--- src/rtl/core/dsbd_pkg.sv ---
// ----------------------------------------------------------------------------
// dsbd_pkg
// Shared types and constants for the DEFLATE stored-block decoder.
// ----------------------------------------------------------------------------
package dsbd_pkg;

  // Header is five bytes: flags, LEN lo/hi, NLEN lo/hi
  localparam int unsigned HDR_BYTES = 5;
  localparam int unsigned HC_W      = 3;

  // Sticky error codes
  typedef enum logic [1:0] {
    ERR_NONE = 2'd0,
    ERR_TYPE = 2'd1,
    ERR_LEN  = 2'd2
  } err_t;

  // Stored block type code
  localparam logic [1:0] BTYPE_STORED = 2'd0;

  // Input register stage contents
  typedef struct packed {
    logic       valid;
    logic [7:0] in_byte;
  } stage_t;

  // One result item
  typedef struct packed {
    logic [7:0] out_byte;
    logic       payload_valid;
    logic       byte_taken;
    logic [1:0] error_code;
    logic       final_seen;
    logic       stream_done;
  } result_t;

endpackage

--- src/rtl/core/dsbd_in_if.sv ---
// ----------------------------------------------------------------------------
// dsbd_in_if
// Compressed byte channel: valid/ready with one stream byte per item.
// ----------------------------------------------------------------------------
interface dsbd_in_if;
  logic       valid;
  logic       ready;
  logic [7:0] in_byte;

  modport source (output valid, output in_byte, input ready);
  modport sink   (input valid, input in_byte, output ready);
endinterface

--- src/rtl/core/dsbd_out_if.sv ---
// ----------------------------------------------------------------------------
// dsbd_out_if
// Result channel: valid/ready with one decode result per item.
// ----------------------------------------------------------------------------
interface dsbd_out_if;
  logic       valid;
  logic       ready;
  logic [7:0] out_byte;
  logic       payload_valid;
  logic       byte_taken;
  logic [1:0] error_code;
  logic       final_seen;
  logic       stream_done;

  modport source (output valid, output out_byte, output payload_valid,
                  output byte_taken, output error_code, output final_seen,
                  output stream_done, input ready);
  modport sink   (input valid, input out_byte, input payload_valid,
                  input byte_taken, input error_code, input final_seen,
                  input stream_done, output ready);
endinterface

--- src/rtl/core/dsbd_in_reg.sv ---
// ----------------------------------------------------------------------------
// dsbd_in_reg
// Input register stage. Holds one accepted byte until the parser consumes it.
// ----------------------------------------------------------------------------
module dsbd_in_reg (
  input  logic            clk,
  input  logic            rst,
  input  logic            in_valid,
  input  logic [7:0]      in_byte,
  output logic            in_ready,
  input  logic            advance,
  output dsbd_pkg::stage_t stage
);
  import dsbd_pkg::*;

  logic       stage_valid;
  logic [7:0] stage_byte;

  // Free slot, or the held item leaves this cycle
  assign in_ready = !stage_valid || advance;

  // Valid flag
  always_ff @(posedge clk) begin
    if (rst) begin
      stage_valid <= 1'b0;
    end else if (in_ready) begin
      stage_valid <= in_valid;
    end
  end

  // Payload, no reset
  always_ff @(posedge clk) begin
    if (in_ready && in_valid) begin
      stage_byte <= in_byte;
    end
  end

  assign stage = '{valid: stage_valid, in_byte: stage_byte};

endmodule

--- src/rtl/core/dsbd_parser.sv ---
// ----------------------------------------------------------------------------
// dsbd_parser
// Header/payload state and per-byte decode. One byte is processed per step.
// ----------------------------------------------------------------------------
module dsbd_parser (
  input  logic             clk,
  input  logic             rst,
  input  logic             step,
  input  logic [7:0]       in_byte,
  output dsbd_pkg::result_t res
);
  import dsbd_pkg::*;

  localparam logic [HC_W-1:0] HC_LAST = HC_W'(HDR_BYTES - 1);
  localparam logic [HC_W-1:0] HC_FULL = HC_W'(HDR_BYTES);

  // Header bytes 0..3; byte 4 is used straight from the input
  logic [7:0]      header_store [HDR_BYTES-1];
  logic [HC_W-1:0] header_count,  header_count_next;
  logic [15:0]     block_length,  block_length_next;
  logic [15:0]     bytes_copied,  bytes_copied_next;
  logic            in_payload,    in_payload_next;
  logic            final_flag,    final_flag_next;
  err_t            error_state,   error_state_next;

  logic            done_now;
  logic            active;
  logic            hdr_write;
  logic [15:0]     hdr_len;
  logic [15:0]     hdr_nlen;
  logic [15:0]     copied_inc;

  assign done_now   = final_flag && !in_payload && (header_count == '0) &&
                      (error_state == ERR_NONE);
  assign active     = (error_state == ERR_NONE) && !done_now;
  assign hdr_len    = {header_store[2], header_store[1]};
  assign hdr_nlen   = {in_byte, header_store[3]};
  assign copied_inc = bytes_copied + 16'd1;
  assign hdr_write  = step && active && !in_payload && (header_count != HC_LAST);

  // Next state
  always_comb begin
    header_count_next = header_count;
    block_length_next = block_length;
    bytes_copied_next = bytes_copied;
    in_payload_next   = in_payload;
    final_flag_next   = final_flag;
    error_state_next  = error_state;
    if (active) begin
      if (in_payload) begin
        bytes_copied_next = copied_inc;
        if (copied_inc == block_length) begin
          in_payload_next   = 1'b0;
          header_count_next = '0;
        end
      end else if (header_count != HC_LAST) begin
        header_count_next = header_count + HC_W'(1);
      end else begin
        // Last header byte: check the header in the same step
        header_count_next = HC_FULL;
        final_flag_next   = header_store[0][0];
        if (header_store[0][2:1] != BTYPE_STORED) begin
          error_state_next = ERR_TYPE;
        end else if (hdr_nlen != ~hdr_len) begin
          error_state_next = ERR_LEN;
        end else begin
          block_length_next = hdr_len;
          bytes_copied_next = '0;
          if (hdr_len == '0) begin
            header_count_next = '0;
            in_payload_next   = 1'b0;
          end else begin
            in_payload_next   = 1'b1;
          end
        end
      end
    end
  end

  // Result for this byte, status taken after the update
  always_comb begin
    res.out_byte      = (active && in_payload) ? in_byte : 8'd0;
    res.payload_valid = active && in_payload;
    res.byte_taken    = active;
    res.error_code    = error_state_next;
    res.final_seen    = final_flag_next;
    res.stream_done   = final_flag_next && !in_payload_next &&
                        (header_count_next == '0) && (error_state_next == ERR_NONE);
  end

  // Control state
  always_ff @(posedge clk) begin
    if (rst) begin
      header_count <= '0;
      block_length <= '0;
      bytes_copied <= '0;
      in_payload   <= 1'b0;
      final_flag   <= 1'b0;
      error_state  <= ERR_NONE;
    end else if (step) begin
      header_count <= header_count_next;
      block_length <= block_length_next;
      bytes_copied <= bytes_copied_next;
      in_payload   <= in_payload_next;
      final_flag   <= final_flag_next;
      error_state  <= error_state_next;
    end
  end

  // Header byte store, written at the current header position
  always_ff @(posedge clk) begin
    if (hdr_write) begin
      header_store[header_count[1:0]] <= in_byte;
    end
  end

endmodule

--- src/rtl/core/dsbd_out_reg.sv ---
// ----------------------------------------------------------------------------
// dsbd_out_reg
// Result register. Loads when empty or when the held result is taken.
// ----------------------------------------------------------------------------
module dsbd_out_reg (
  input  logic              clk,
  input  logic              rst,
  input  logic              load_valid,
  input  dsbd_pkg::result_t load_res,
  output logic              can_load,
  output logic              out_valid,
  input  logic              out_ready,
  output dsbd_pkg::result_t out_res
);
  import dsbd_pkg::*;

  assign can_load = !out_valid || out_ready;

  // Valid flag
  always_ff @(posedge clk) begin
    if (rst) begin
      out_valid <= 1'b0;
    end else if (can_load) begin
      out_valid <= load_valid;
    end
  end

  // Payload, no reset
  always_ff @(posedge clk) begin
    if (can_load && load_valid) begin
      out_res <= load_res;
    end
  end

endmodule

--- src/rtl/core/deflate_stored_block_decoder.sv ---
// ----------------------------------------------------------------------------
// deflate_stored_block_decoder
// Decodes DEFLATE stored blocks from a byte stream, one byte per item.
// ----------------------------------------------------------------------------
// Channels: stream (sink) brings one compressed byte per item; result
// (source) gives exactly one result item per input byte, in order.
// A payload byte comes out with payload_valid high; header bytes, and bytes
// that arrive after the final block or after an error, give a result with
// payload_valid low (byte_taken low for the ignored ones). error_code,
// final_seen and stream_done show the status after that byte.
// Path: an accepted byte is registered in the input register, then decoded
// into the result register once that register can load, shown from then on.
// Throughput: one item per cycle unless result.ready stalls; the decode is a
// counter update and a 16-bit compare between input and result registers.
// stream.ready depends combinationally on result.ready through both stages.
// Stall: while result.ready is low the result holds, the input register
// keeps one more byte, and then stream.ready drops.
// Reset (rst, synchronous): both stages empty, no error, no header gathered.
// ----------------------------------------------------------------------------
module deflate_stored_block_decoder (
  input  logic       clk,
  input  logic       rst,
  dsbd_in_if.sink    stream,
  dsbd_out_if.source result
);
  import dsbd_pkg::*;

  stage_t  stage;
  result_t dec_res;
  result_t out_res;
  logic    can_load;
  logic    advance;

  // Held byte moves into the result register
  assign advance = stage.valid && can_load;

  dsbd_in_reg u_in_reg (
    .clk      (clk),
    .rst      (rst),
    .in_valid (stream.valid),
    .in_byte  (stream.in_byte),
    .in_ready (stream.ready),
    .advance  (advance),
    .stage    (stage)
  );

  dsbd_parser u_parser (
    .clk     (clk),
    .rst     (rst),
    .step    (advance),
    .in_byte (stage.in_byte),
    .res     (dec_res)
  );

  dsbd_out_reg u_out_reg (
    .clk        (clk),
    .rst        (rst),
    .load_valid (stage.valid),
    .load_res   (dec_res),
    .can_load   (can_load),
    .out_valid  (result.valid),
    .out_ready  (result.ready),
    .out_res    (out_res)
  );

  // Result fields onto the channel
  assign result.out_byte      = out_res.out_byte;
  assign result.payload_valid = out_res.payload_valid;
  assign result.byte_taken    = out_res.byte_taken;
  assign result.error_code    = out_res.error_code;
  assign result.final_seen    = out_res.final_seen;
  assign result.stream_done   = out_res.stream_done;

endmodule

--- src/flat_wrapper.sv ---
// flat-port wrapper written by rule: the top's interface ports become plain ports
module deflate_stored_block_decoder_flat import dsbd_pkg::*;
  (clk, rst, stream_valid, stream_in_byte, stream_ready, result_valid, result_out_byte, result_payload_valid, result_byte_taken, result_error_code, result_final_seen, result_stream_done, result_ready);
  dsbd_in_if stream_i ();
  dsbd_out_if result_i ();
  input  logic clk;
  input  logic rst;
  input wire logic [$bits(stream_i.valid)-1:0] stream_valid;
  input wire logic [$bits(stream_i.in_byte)-1:0] stream_in_byte;
  output wire logic [$bits(stream_i.ready)-1:0] stream_ready;
  output wire logic [$bits(result_i.valid)-1:0] result_valid;
  output wire logic [$bits(result_i.out_byte)-1:0] result_out_byte;
  output wire logic [$bits(result_i.payload_valid)-1:0] result_payload_valid;
  output wire logic [$bits(result_i.byte_taken)-1:0] result_byte_taken;
  output wire logic [$bits(result_i.error_code)-1:0] result_error_code;
  output wire logic [$bits(result_i.final_seen)-1:0] result_final_seen;
  output wire logic [$bits(result_i.stream_done)-1:0] result_stream_done;
  input wire logic [$bits(result_i.ready)-1:0] result_ready;
  assign stream_i.valid = stream_valid;
  assign stream_i.in_byte = stream_in_byte;
  assign stream_ready = stream_i.ready;
  assign result_valid = result_i.valid;
  assign result_out_byte = result_i.out_byte;
  assign result_payload_valid = result_i.payload_valid;
  assign result_byte_taken = result_i.byte_taken;
  assign result_error_code = result_i.error_code;
  assign result_final_seen = result_i.final_seen;
  assign result_stream_done = result_i.stream_done;
  assign result_i.ready = result_ready;
  deflate_stored_block_decoder u_core (.clk(clk), .rst(rst), .stream(stream_i), .result(result_i));
endmodule
--- config.mk ---
export PLATFORM = sky130hd
export DESIGN_NAME = deflate_stored_block_decoder_flat
export DESIGN_NICKNAME = d
export VERILOG_FILES = /design/src/rtl/core/dsbd_pkg.sv /design/src/rtl/core/dsbd_in_if.sv /design/src/rtl/core/dsbd_out_if.sv /design/src/rtl/core/dsbd_in_reg.sv /design/src/rtl/core/dsbd_parser.sv /design/src/rtl/core/dsbd_out_reg.sv /design/src/rtl/core/deflate_stored_block_decoder.sv /design/src/flat_wrapper.sv
export SDC_FILE = /design/constraint.sdc
export NUM_CORES = 1
export LEC_CHECK = 0
export ABC_AREA = 0
export BUFFER_PORTS_ARGS = -buffer_cell sky130_fd_sc_hd__buf_2
export CAP_MARGIN = 10
export CORE_MARGIN = 2
export CORE_UTILIZATION = 50
export CTS_CLUSTER_SIZE = 16
export DETAILED_ROUTE_END_ITERATION = 16
export PLACE_DENSITY = 0.78
export SYNTH_ARGS = -nofsm -noshare
export SYNTH_HDL_FRONTEND = slang
export SYNTH_SLANG_ARGS = --single-unit
export TNS_END_PERCENT = 5
--- constraint.sdc ---
create_clock -name clk -period 2.9 [get_ports clk]
set_input_delay 0.58 -clock clk [delete_from_list [all_inputs] [get_ports clk]]
set_output_delay 0.58 -clock clk [all_outputs]
set_load 0.01 [all_outputs]
* After elaboration in Yosys (flattened, before gate mapping) *
Memories as Yosys holds them, arrays and structs flattened.
Index checks and enable logic that the tools add are counted.

storage, ports and cells
  bits in registers = 63
  latch bits = 0
  bits in writable memories = 32
  ROM bits = 0
  input bits = 12
  output and inout bits = 16
  logic and storage cells = 85
  memories = 1

cells by class
  add/sub/neg operators = 2
  multiply operators = 0
  divide/modulo/power cells = 0
  $lt $le $gt $ge = 0
  equal/unequal tests = 6
  shifts and indexed selects = 0
  muxes and demuxes = 28
  bitwise operators = 5
  reduce and logical (&&, ||, !) cells = 28

memories
  memory                        depth  width  read ports  clocked after Yosys merged registers in  write ports  line               source
  u_core.u_parser.header_store  4      8      4           0                                        1            dsbd_parser.sv:18  logic [7:0] header_store [HDR_BYTES-1];

operators by type and width
  kind                                           count
  two-way mux 16 bit                             4
  two-way mux 3 bit                              7
  adder 16 x 1 -> 16 bit, second input constant  1
  == test 16 bit                                 1
  zero test 16 bit                               1
  inequality test 16 bit                         1
  inverter 16 bit                                1
  logical AND 1 bit                              13
  two-way mux 1 bit                              12
  two-way mux 2 bit                              5
  zero test 3 bit                                2
  inequality test 2 bit, second input constant   3
  AND reduction 6 bit                            1
  zero test 1 bit                                5
  AND reduction 5 bit                            1
  zero test 2 bit                                2
  inverter 1 bit                                 4
  adder 3 x 1 -> 3 bit, second input constant    1
  inequality test 3 bit, second input constant   1
  logical OR 1 bit                               2
  nonzero test 2 bit                             1

* Longest topological paths before layout *
Gate-level depths: netlist of the first run.

  word-level depth = 11
  depth in mapped cells = 10
  gate-level depth less buffers = 9

* By module *
Synthesis of the first run repeated with hierarchy kept, for this count alone.

second synthesis, totals
  cell total of the unflattened synthesis = 381
  area total of the unflattened synthesis = 4280.4 µm²

by module, submodules not included
  module                        times used  cells an instance  area each (µm²)  sequential area each (µm²)
  dsbd_parser                   1           347                3495.9           1591.5
  dsbd_out_reg                  1           19                 475.5            440.4
  dsbd_in_reg                   1           14                 302.8            260.2
  deflate_stored_block_decoder  1           1                  6.3              0.0

* Least setup slack after synthesis of the first run *
Ideal clock, no wire load.

  kind = in2reg
  start = input port result_ready
  end = register u_core.u_parser.block_length[7]
  library setup time = 0.128 ns
  data arrival time = 2.562 ns
  data required time = 2.772 ns
  slack = 0.210 ns
  stages on the path = 9
  buffers on the path = 3
  cells stage by stage = nor2b_1 nor2b_1 clkbuf_1 inv_1 or4_1 buf_2 buf_2 mux2i_1 nor2_1

on the way
  cells in the longest elaborated chain, start to end = 3

ends and longest elaborated chain
  item                                  line                                source
  start: declaration                    flat_wrapper.sv:18                  input wire logic [$bits(result_i.ready)-1:0] result_ready;
  logical OR 1 bit                      dsbd_out_reg.sv:17                  assign can_load = !out_valid || out_ready;
  logical AND 1 bit                     deflate_stored_block_decoder.sv:35  assign advance = stage.valid && can_load;
  named net u_core.advance              deflate_stored_block_decoder.sv:32  logic advance;
  AND reduction 6 bit (no source line)  --
  end signal: assignment                dsbd_parser.sv:102                  block_length <= block_length_next;
  end: declaration                      dsbd_parser.sv:20                   logic [15:0] block_length, block_length_next;

The timed path passes the listed nets, and every way through them passes these cells.
A chain may end at the register's enable or synchronous reset.

==> results of run 1 <==
==> routing by layer <==
layer | vias up | global-route usage, % | routed length [µm]
li1 | 1478 | - | -
met1 | 1477 | 28.2 | 4100
met2 | 87 | 31.8 | 4130
met3 | 16 | 4.65 | 458
met4 | 0 | 8.69 | 144
met5 | - | 0 | 0
==> synth_stat cells (all sizes together) (2+ instances only) <==
master   n  share of area [%]
ha       5                1.5
and4     4               0.91
o211ai   2               0.35
mux2     2               0.53
nor2b    2               0.29
a31oi    8                1.2
o21ai   14                1.6
a32oi    2               0.41
a21oi   12                1.4
edfxtp  49                 34
o211a    2               0.47
nand4    6               0.88
nor3    10                1.4
dfxtp   41                 19
xor2     7                1.4
a311oi  10                2.1
a211oi   5                1.0
nor4    12                2.3
a211o    2               0.41
a21o     3               0.53
nand3b   2               0.35
inv     14                1.2
buf     13                2.2
nor2    38                3.3
xnor2   28                5.7
nand2   25                2.2
mux2i   19                4.5
clkbuf   8               0.70
nand3    7               0.82
and3    14                2.2
and2     5               0.73
a41oi    2               0.41
==> per-stage QoR <==
step	util [%]	power [mW]	cells	instance area, µm²
floorplan	-	1.47	389	4270
global placement	54.2	1.51	508	4470
detailed placement	54.2	1.51	508	4470
CTS	56.3	2.27	523	4650
global route	56.3	2.33	523	4650
finish	56.3	2.26	523	4650
==> cell families after synthesis <==
logic type / share of synthesized area, %
xor+xnor: 7.18
flops: 53.7
mux: 4.99
buf+inv: 4.11
compound gates: 11.5
fa+ha+maj: 1.47
simple gates: 17.0
==> layout make-up <==
type / count / area [µm²]
clock buffer: 10 / 138
tap: 105 / 131
sequential: 90 / 2290
multi-input combinational: 264 / 1800
inverter: 14 / 52.6
timing repair buffer: 35 / 195
fill: 687 / 3600
clock inverter: 5 / 40.0
==> flip-flops by register name, indices dropped and copies added, names as in the netlist <==
signal	flops
u_core.u_parser.header_store	27
u_core.u_parser.block_length	16
u_core.u_parser.bytes_copied	16
u_core.u_out_reg.out_res	14
u_core.u_in_reg.stage_byte	8
u_core.u_parser.header_count	3
u_core.u_parser.error_state	2
u_core.u_in_reg.stage_valid	1
u_core.u_out_reg.out_valid	1
u_core.u_parser.final_flag	1
u_core.u_parser.in_payload	1
==> how the worst max path moves through the flow <==
stage | to | slack [ns] | cells past startpoint
6_report | u_core.u_out_reg.out_res[0]$_DFFE_PP_ | 0.25 | 8
2_1_floorplan | u_core.u_parser.block_length[7]$_SDFFE_PP0P_ | 0.21 | 9
5_1_grt | u_core.u_out_reg.out_res[0]$_DFFE_PP_ | 0.03 | 8
4_1_cts | u_core.u_out_reg.out_res[0]$_DFFE_PP_ | 0.23 | 8
3_5_place_dp | u_core.u_out_reg.out_res[0]$_DFFE_PP_ | 0.26 | 8
3_3_place_gp | u_core.u_out_reg.out_res[0]$_DFFE_PP_ | 0.40 | 8
==> report_power, final <==
part	switching [mW]	total (mW)	internal [mW]
combinational	0.0588	0.0953	0.0365
clock	0.439	0.774	0.334
sequential	0.0205	1.39	1.37
==> repair_timing <==
| action | 4_1_cts | 5_1_grt |
|---|---|---|
| setup endpoints to repair | 0 | 1 |
| endpoints found under the hold margin | 0 | 0 |
| resized for setup | 0 | 1 |
==> implementation parameters, run 1 <==
Parameter                              Value

Global route
  Number of global-route vias before repair ... 2,961
  Wire length of the first global-routing pass ... 14,500 µm
  Congestion Overflow GR ... 0
  Total global-route track usage ... 20.7%
  Initial antenna violation count ... 0
  Pin count of the biggest net entering global routing ... 34

CTS
  Number of clock buffers inserted by TritonCTS ... 9
  CTS sink cnt ... 90
  Clock slew at reported path FFs ... 0.09 ns
  Clock root buffer ... sky130_fd_sc_hd__clkbuf_8
  CTS tree ... done
  Worst-skew pair later-pin latency ... 0.35 ns
  Deepest level of the CTS H-tree ... 3
  Hold_buf cts ... 0
  Max clock buf depth ... 2
  Buffers inserted during post-CTS setup optimization ... 0

Logic synthesis
  Combined area of all synthesized cells ... 4270 µm²
  Fraction of the yosys area taken by sequential cells ... 53.7%
  Synthesized netlist cell count ... 389
  Yosys cell types ... 58
  Synth Flop Type ... sky130_fd_sc_hd__edfxtp_1
  Flops & latches, synth ... 90
  Share of flip-flops with an asynchronous set or reset after synthesis ... 0%
  Syn nets ... 406
  Count of warnings emitted by yosys ... 0
  Post-synth EDFFs ... 49
  Average footprint of a synthesized cell ... 11.0 µm²

Place
  Worst setup timing slack at the placement stage ... 0.261 ns
  Half-perimeter wire length after placement ... 6270 µm
  Placer congestion estimate ... 0.929
  Number of input and output port buffers inserted ... 27

Timing
  Transition time at the pin with the least slew margin ... 0.565 ns
  Remaining max-slew budget at the tightest pin ... 62.1%
  Setup repair after global routing missed its margin ... no
  Hold Violations, Final ... 0
  Final TNS setup ... 0 ns
  Hold WS ... 0.402 ns
  Setup WS post-layout ... 0.250 ns
  Clock skew ... 0.0106 ns
  Clock period minus final worst setup slack ... 2.65 ns
  Final setup viols ... 0
  Pins over their slew limit ... 0
  Final clock period utilization by the worst path ... 91.4%
  Max Fclk ... 377 MHz

Route
  Routed length per placed instance ... 16.9 µm
  Detailed router's first-iteration violation count ... 210
  Post-detailed-route count of antenna-violating nets ... 0
  Vias ... 3,058
  Remaining design rule violation count ... 0
  Average via count per standard cell ... 5.85
  Drt first pass iters ... 4
  Routed wire length ... 8830 µm

Critical path
  Maximum cell stage delay along the critical path ... 0.44 ns
  Endpoint arrival time on the critical path ... 2.81 ns
  Worst EP required ... 3.06 ns
  Class of the most critical setup path ... flop to flop
  Reg-to-reg setup timing slack ... 0.25 ns
  Worst-path cell with the longest stage delay ... sky130_fd_sc_hd__dfxtp_1
  Worst reg2reg path startpoint ... u_core.u_parser.bytes_copied[0]$_SDFFE_PP0P_
  Worst reg2reg path depth ... 8
  Series of cell instances along the critical path ... ha_2, nand3_1, nor3_2, nand4_1, nor3b_1, o2111ai_2, a211o_1, a2111oi_2
  Buffers and inverters on the worst path ... 0
  Sort of element at the start of the critical path ... flop
  First element of the critical path ... u_core.u_parser.bytes_copied[0]$_SDFFE_PP0P_
  Capture point of the worst reg-to-reg path ... u_core.u_out_reg.out_res[0]$_DFFE_PP_
  Top delay family on crit path ... compound AO/OA/AOI/OAI gates
  Endpoint kind of the worst setup timing path ... flop
  Worst Path Max Fanout ... 7

Min path
  WHS Path Cells ... 1
  Source of the worst hold timing path ... stream_in_byte[4]
  Hold crit path type ... primary input to flop
  Endpoint of the worst hold path ... u_core.u_in_reg.stage_byte[4]$_DFFE_PP_

Final layout
  Top library cells by usage in the layout, fill and taps aside ... sky130_fd_sc_hd__edfxtp_1 (49), sky130_fd_sc_hd__dfxtp_1 (41), sky130_fd_sc_hd__nor2_1 (38)
  Count of nets after finishing ... 431
  Fraction of layout instances using a drive strength above 1 ... 16.0%
  Area growth from synthesis to layout ... 9.06%
  Number of antenna cells inserted ... 0
  Most frequent standard cell in the layout excluding fill and tap cells ... sky130_fd_sc_hd__edfxtp_1

Floorplan
  Area enclosed by the die boundary ... 9290 µm²
  Number of standard-cell rows in the floorplan ... 33
  Die width ... 96.4 µm
  Starting utilization of the core area ... 51.7%
  Core area ... 8260 µm²
  Vertical die dimension ... 96.4 µm
  Top-Level Pins ... 28

Pwr
  Static leakage ... 1.74 nW
  Power per unit of standard cell area ... 485 nW/µm²
  Peak supply drop ... 336 µV

Run status
  Result of the run ... completed

Flow run
  Number of max-capacitance violations reported ... 0
Power figures use the tool's default switching activity.
==> inputs of run 2 (changes only) <==
--- a/config.mk
+++ b/config.mk
@@ -5,7 +5,7 @@
 export SDC_FILE = /design/constraint.sdc
 export NUM_CORES = 1
 export LEC_CHECK = 0
-export ABC_AREA = 0
+export ABC_AREA = 1
 export BUFFER_PORTS_ARGS = -buffer_cell sky130_fd_sc_hd__buf_2
 export CAP_MARGIN = 10
 export CORE_MARGIN = 2
==> run 2 against run 1 <==
Effect of this change:
- sequential power about the same
- synthesized cell count increased by 49%
- first-iteration DRC count increased by 11%
- routed wire length increased by 9.0%
- design area increased by 8.0%
- flip-flop and latch count unchanged
- power increased by 5.2%
- clock skew about the same
- count of clock-buffer cells in the layout decreased by 1
- worst hold slack got worse by 0.020 ns
- utilization increased by 0.71 points
- fmax increased by 3.3%
- critical path type unchanged
- largest cell class unchanged
==> implementation parameters, run 2 <==
Parameter                              Value

Global route
  Wire length of the first global-routing pass ... 15,900 µm
  Number of global-route vias before repair ... 3,384
  Pin count of the biggest net entering global routing ... 42
  Initial antenna violation count ... 0
  Congestion Overflow GR ... 0
  Total global-route track usage ... 20.2%

Pwr
  Static leakage ... 2.07 nW
  Peak supply drop ... 573 µV
  Power per unit of standard cell area ... 472 nW/µm²
  Power consumption ... 2.37 mW

Place
  Placer congestion estimate ... 0.907
  Number of input and output port buffers inserted ... 27
  Half-perimeter wire length after placement ... 7050 µm
  Instance count after placement with tap cells included ... 707
  Total cell area at the placement stage ... 4830 µm²

Timing
  Final TNS setup ... 0 ns
  Pins over their slew limit ... 0
  Final setup viols ... 0
  Transition time at the pin with the least slew margin ... 0.920 ns
  Clock period minus final worst setup slack ... 2.56 ns
  Hold WS ... 0.382 ns
  Final clock period utilization by the worst path ... 88.4%
  Hold Violations, Final ... 0
  Remaining max-slew budget at the tightest pin ... 38.7%
  Clock skew ... 0.0103 ns
  Setup repair after global routing missed its margin ... no
  Max Fclk ... 390 MHz

Final layout
  Count of nets after finishing ... 627
  Design area ... 5020 µm²
  Top library cells by usage in the layout, fill and taps aside ... sky130_fd_sc_hd__nand2_1 (154), sky130_fd_sc_hd__inv_1 (82), sky130_fd_sc_hd__nor2_1 (80)
  Number of flip-flops under the largest register name ... 27
  Most frequent standard cell in the layout excluding fill and tap cells ... sky130_fd_sc_hd__nand2_1
  Filler cell count in the final layout ... 749
  Area of the multi-input gates ... 1910 µm²
  Area growth from synthesis to layout ... 9.55%
  Number of antenna cells inserted ... 0
  Sequential cell area ... 2290 µm²
  Non-filler cells, final ... 723
  Fraction of layout instances using a drive strength above 1 ... 12.8%

Logic synthesis
  Xor/xnor cell area share of the yosys netlist ... 1.72%
  Most instantiated cells after synthesis ... sky130_fd_sc_hd__nand2_1 (154), sky130_fd_sc_hd__inv_1 (82), sky130_fd_sc_hd__nor2_1 (80)
  Fraction of the yosys area taken by sequential cells ... 50.0%
  Post-synth EDFFs ... 49
  Main area contributors after synthesis ... sky130_fd_sc_hd__edfxtp_1 (32%), sky130_fd_sc_hd__dfxtp_1 (18%), sky130_fd_sc_hd__nand2_1 (13%)
  Combinational family with the most area after synthesis ... simple AND/OR/NAND/NOR gates
  Count of warnings emitted by yosys ... 0
  Share of flip-flops with an asynchronous set or reset after synthesis ... 0%
  Share of synthesized cell area in full adder, half adder and majority cells ... 1.36%
  Average footprint of a synthesized cell ... 7.94 µm²
  Syn nets ... 595
  Post-Synth Simple-Gate Area ... 29.8%
  Combined area of all synthesized cells ... 4590 µm²
  Synth Flop Type ... sky130_fd_sc_hd__edfxtp_1
  Portion of netlist area occupied by mux cells ... 0%
  Yosys cell types ... 28
  Fraction of synthesized cell area taken by the top area cell type ... 32.1%
  Library cell with the highest instance count after synthesis ... sky130_fd_sc_hd__nand2_1
  Flops & latches, synth ... 90
  Complex-gate fraction of the synthesized area ... 8.78%
  Post-synthesis cell type with the largest combined area ... sky130_fd_sc_hd__edfxtp_1
  Synthesized netlist cell count ... 578

CTS
  Deepest level of the CTS H-tree ... 3
  Worst-skew pair later-pin latency ... 0.37 ns
  Number of clock buffers inserted by TritonCTS ... 9
  Max clock buf depth ... 2
  CTS tree ... done
  Clock slew at reported path FFs ... 0.10 ns
  CTS sink cnt ... 90
  Clock root buffer ... sky130_fd_sc_hd__clkbuf_8

Critical path
  Worst-path cell with the longest stage delay ... sky130_fd_sc_hd__dfxtp_1
  Maximum cell stage delay along the critical path ... 0.39 ns
  Worst Path Max Fanout ... 8
  Sort of element at the start of the critical path ... flop
  Series of cell instances along the critical path ... ha_1, nand2_1, nor2_2, nand4_1, nand2_1, nand2_1, nand2_1, nand3_1, nor2_1, nand3_1, nand2_1, nand2_1, nor2_1, nand2_1, nor2_1
  Endpoint arrival time on the critical path ... 2.80 ns
  Reg-to-reg setup timing slack ... 0.34 ns
  Crit-path most repeated cell ... sky130_fd_sc_hd__nand2_1
  Capture point of the worst reg-to-reg path ... u_core.u_out_reg.out_res[0]$_DFFE_PP_
  Endpoint kind of the worst setup timing path ... flop
  Worst reg2reg path startpoint ... u_core.u_parser.bytes_copied[0]$_SDFFE_PP0P_
  Worst reg2reg path depth ... 15
  Class of the most critical setup path ... flop to flop
  First element of the critical path ... u_core.u_parser.bytes_copied[0]$_SDFFE_PP0P_
  Worst EP required ... 3.13 ns

Route
  Vias ... 3,693
  Post-detailed-route count of antenna-violating nets ... 0
  Average via count per standard cell ... 5.11
  Drt first pass iters ... 5
  Detailed router's first-iteration violation count ... 233
  Routed length per placed instance ... 13.3 µm
  Routed wire length ... 9630 µm
  Remaining design rule violation count ... 0

Min path
  Endpoint of the worst hold path ... u_core.u_in_reg.stage_byte[5]$_DFFE_PP_
  Source of the worst hold timing path ... stream_in_byte[5]
  WHS Path Cells ... 1
  Hold crit path type ... primary input to flop

Floorplan
  Number of standard-cell rows in the floorplan ... 34
  Die width ... 99.8 µm
  Vertical die dimension ... 99.8 µm
  Starting utilization of the core area ... 52.1%
  Core area ... 8810 µm²
  Area enclosed by the die boundary ... 9960 µm²
  Top-Level Pins ... 28

Run status
  Result of the run ... completed

Flow run
  Number of max-capacitance violations reported ... 0
run 2: report_power, final:
part / internal, mW / total, mW / leakage, nW / switching, mW
Clock: 0.332 / 0.815 / 0.0907 / 0.483
Sequential: 1.38 / 1.40 / 0.789 / 0.0260
Combinational: 0.0505 / 0.156 / 1.19 / 0.105
Total: 1.76 / 2.37 / 2.07 / 0.614
run 2: stage by stage:
step	util [%]	setup WS (ns)
3_5_place_dp	54.9	0.321
4_1_cts	57.0	0.272
3_3_place_gp	54.9	0.459
5_1_grt	57.1	0.131
2_1_floorplan	-	0.882
6_report	57.1	0.335
run 2: kinds of logic after synthesis:
group,after synthesis
simple gates,320
buf+inv,97
xor+xnor,9
flops,90
compound gates,57
fa+ha+maj,5
run 2: final cells by class:
type	count	area share (%)
clock inverter	7	1.27
timing repair buffer	32	3.44
inverter	86	6.42
sequential	90	45.6
multi-input combinational	391	38.1
tap	108	2.69
clock buffer	9	2.47
run 2: per-layer routing:
metal  track usage (%)  up-vias  wire length (µm)  part of all wire, %
met3              3.97       24               452                  4.7
met4              8.01        0               199                  2.1
met1              25.7     1624              4320                   45
li1                  -     1931                 -                    -
met2              33.9      114              4660                   48
met5                 0        -                 0                    0
run 2: worst max path at each step:
stage / slack, ns / to
final: 0.34 / u_core.u_out_reg.out_res[0]$_DFFE_PP_
after global routing: 0.13 / u_core.u_out_reg.out_res[0]$_DFFE_PP_
after CTS: 0.27 / u_core.u_parser.block_length[1]$_SDFFE_PP0P_
after detailed placement: 0.32 / u_core.u_parser.block_length[1]$_SDFFE_PP0P_
after global placement: 0.46 / u_core.u_parser.block_length[1]$_SDFFE_PP0P_
after floorplan: 0.88 / u_core.u_parser.block_length[11]$_SDFFE_PP0P_
run 2: worst max-delay path: cells and delay by family (launching register included):
family        cells  cell delay (ns)
simple gates     14             1.80
flops             1             0.39
fa+ha+maj         1             0.24
run 2: repair_timing:
action | 4_1_cts | 5_1_grt
setup endpoints to repair | 0 | 1
buffers inserted | 0 | 0
gates resized for setup | 0 | 1
hold buffers | 0 | 0
==> inputs of run 3 (changes only) <==
--- a/config.mk
+++ b/config.mk
@@ -10,9 +10,10 @@
 export CAP_MARGIN = 10
 export CORE_MARGIN = 2
 export CORE_UTILIZATION = 50
+export CTS_BUF_LIST = sky130_fd_sc_hd__clkbuf_8 sky130_fd_sc_hd__clkbuf_16
 export CTS_CLUSTER_SIZE = 16
 export DETAILED_ROUTE_END_ITERATION = 16
-export PLACE_DENSITY = 0.78
+export PLACE_DENSITY = 0.68
 export SYNTH_ARGS = -nofsm -noshare
 export SYNTH_HDL_FRONTEND = slang
 export SYNTH_SLANG_ARGS = --single-unit
==> run 3 against run 2 <==
Effect of this change:
- flip-flop and latch count unchanged
- sequential share of layout area hardly changed
- design area is essentially flat
- non-clock buffer count is 1 higher
- die area unchanged
- cell count is 0.14% higher
- combinational power barely moved
- routed wire length increased by 0.15%
- utilization is 0.057 points higher
- critical path type unchanged
==> implementation parameters, run 3 (synthesis gave the netlist of run 2 again) <==
Parameter                              Value

Run status
  Result of the run ... completed

Final layout
  Number of flip-flops under the largest register name ... 27
  Fraction of layout instances using a drive strength above 1 ... 12.8%
  Filler cell count in the final layout ... 788
  Area growth from synthesis to layout ... 9.66%
  Top library cells by usage in the layout, fill and taps aside ... sky130_fd_sc_hd__nand2_1 (154), sky130_fd_sc_hd__inv_1 (82), sky130_fd_sc_hd__nor2_1 (80)
  Most frequent standard cell in the layout excluding fill and tap cells ... sky130_fd_sc_hd__nand2_1
  Count of nets after finishing ... 628
  Number of antenna cells inserted ... 0

CTS
  CTS tree ... done
  Clock root buffer ... sky130_fd_sc_hd__clkbuf_8
  Max clock buf depth ... 2
  Number of clock buffers inserted by TritonCTS ... 9
  Deepest level of the CTS H-tree ... 3
  Buffers inserted during post-CTS setup optimization ... 0
  Clock slew at reported path FFs ... 0.10 ns
  Worst-skew pair later-pin latency ... 0.36 ns
  CTS sink cnt ... 90

Critical path
  Capture point of the worst reg-to-reg path ... u_core.u_parser.block_length[15]$_SDFFE_PP0P_
  Endpoint kind of the worst setup timing path ... flop
  Sort of element at the start of the critical path ... flop
  Worst Path Max Fanout ... 31
  Worst EP required ... 3.11 ns
  Worst reg2reg path depth ... 14
  Endpoint arrival time on the critical path ... 2.77 ns
  Worst reg2reg path startpoint ... u_core.u_parser.header_count[0]$_SDFFE_PP0P_
  Reg-to-reg setup timing slack ... 0.34 ns
  Class of the most critical setup path ... flop to flop

Timing
  Final TNS setup ... 0 ns
  Remaining max-slew budget at the tightest pin ... 37.6%
  Clock period minus final worst setup slack ... 2.56 ns
  Max Fclk ... 391 MHz
  Clock skew ... 0.0125 ns
  Hold Violations, Final ... 0
  Transition time at the pin with the least slew margin ... 0.936 ns
  Hold WS ... 0.390 ns
  Setup repair after global routing missed its margin ... no
  Final setup viols ... 0
  Final clock period utilization by the worst path ... 88.2%
  Pins over their slew limit ... 0

Floorplan
  Vertical die dimension ... 99.8 µm
  Area enclosed by the die boundary ... 9960 µm²
  Top-Level Pins ... 28
  Starting utilization of the core area ... 52.1%
  Number of standard-cell rows in the floorplan ... 34
  Core area ... 8810 µm²
  Die width ... 99.8 µm

Min path
  Hold crit path type ... primary input to flop
  Source of the worst hold timing path ... stream_in_byte[1]
  Endpoint of the worst hold path ... u_core.u_in_reg.stage_byte[1]$_DFFE_PP_
  WHS Path Cells ... 1

Place
  Number of input and output port buffers inserted ... 27
  Placer congestion estimate ... 0.838
  Half-perimeter wire length after placement ... 7050 µm

Global route
  Wire length of the first global-routing pass ... 16,400 µm
  Initial antenna violation count ... 0
  Number of global-route vias before repair ... 3,564
  Total global-route track usage ... 20.6%
  Congestion Overflow GR ... 0
  Pin count of the biggest net entering global routing ... 42

Route
  Detailed router's first-iteration violation count ... 188
  Drt first pass iters ... 5
  Average via count per standard cell ... 5.23
  Routed wire length ... 9640 µm
  Remaining design rule violation count ... 0
  Routed length per placed instance ... 13.3 µm
  Vias ... 3,787
  Post-detailed-route count of antenna-violating nets ... 0

Pwr
  Peak supply drop ... 281 µV
  Static leakage ... 2.08 nW
  Power per unit of standard cell area ... 473 nW/µm²

Flow run
  Number of max-capacitance violations reported ... 0
==> run 3: cell type report <==
| cell class | count | area (µm²) | share of cell area (%) |
|---|---|---|---|
| clock buffer | 9 | 124 | 2.46 |
| clock inverter | 7 | 61.3 | 1.22 |
| inverter | 86 | 323 | 6.42 |
| multi-input combinational | 391 | 1910 | 38.1 |
| sequential | 90 | 2290 | 45.6 |
| tap | 108 | 135 | 2.69 |
| timing repair buffer | 33 | 180 | 3.58 |
==> run 3: critical path, stage by stage, from the launching register on <==
cell	delay, ns
sky130_fd_sc_hd__dfxtp_1	0.39
sky130_fd_sc_hd__inv_1	0.13
sky130_fd_sc_hd__ha_1	0.25
sky130_fd_sc_hd__nand3_2	0.09
sky130_fd_sc_hd__nor2_1	0.07
sky130_fd_sc_hd__nor3_4	0.22
sky130_fd_sc_hd__inv_2	0.11
sky130_fd_sc_hd__nor2_2	0.13
sky130_fd_sc_hd__nand2_1	0.11
sky130_fd_sc_hd__inv_2	0.09
sky130_fd_sc_hd__nand2_1	0.06
sky130_fd_sc_hd__nor2_2	0.20
sky130_fd_sc_hd__nand2_4	0.27
sky130_fd_sc_hd__nor2_1	0.24
sky130_fd_sc_hd__a211oi_2	0.05
==> run 3: report_power, final <==
part / internal [mW] / total, mW / switching (mW)
Combinational: 0.0515 / 0.155 / 0.104
Sequential: 1.38 / 1.40 / 0.0255
Clock: 0.330 / 0.820 / 0.490
==> run 3: per-stage QoR <==
step / power, mW / std cells / utilization, % / setup WS [ns] / cell area, µm²
3_5_place_dp: 1.58 / 708 / 55.0 / 0.204 / 4840
5_1_grt: 2.47 / 724 / 57.1 / 0.106 / 5030
4_1_cts: 2.39 / 724 / 57.1 / 0.158 / 5020
3_3_place_gp: 1.58 / 708 / 55.0 / 0.236 / 4840
2_1_floorplan: 1.53 / 578 / - / 0.882 / 4590
6_report: 2.38 / 724 / 57.1 / 0.342 / 5030
==> run 3: per-layer routing <==
| metal | up-vias | global-route usage (%) | wire length (µm) |
|---|---|---|---|
| li1 | 1941 | - | - |
| met1 | 1719 | 27.7 | 4450 |
| met2 | 114 | 33.4 | 4520 |
| met3 | 13 | 3.27 | 493 |
| met4 | 0 | 8.64 | 170 |
| met5 | - | 0 | 0 |
==> run 3: worst max path at each step <==
stage | start | end | slack [ns]
after floorplan | u_core.u_parser.header_count[0]$_SDFFE_PP0P_ | u_core.u_parser.block_length[11]$_SDFFE_PP0P_ | 0.88
after global placement | u_core.u_parser.header_count[0]$_SDFFE_PP0P_ | u_core.u_parser.block_length[15]$_SDFFE_PP0P_ | 0.24
after detailed placement | u_core.u_parser.header_count[0]$_SDFFE_PP0P_ | u_core.u_parser.block_length[15]$_SDFFE_PP0P_ | 0.20
after CTS | u_core.u_parser.header_count[0]$_SDFFE_PP0P_ | u_core.u_parser.block_length[15]$_SDFFE_PP0P_ | 0.16
after global routing | u_core.u_parser.bytes_copied[0]$_SDFFE_PP0P_ | u_core.u_out_reg.out_res[0]$_DFFE_PP_ | 0.11
final | u_core.u_parser.header_count[0]$_SDFFE_PP0P_ | u_core.u_parser.block_length[15]$_SDFFE_PP0P_ | 0.34
==> run 3: timing repair <==
item,in CTS,in global routing
gates resized for setup,0,1
setup endpoints to repair,0,16
hold buffers,0,0
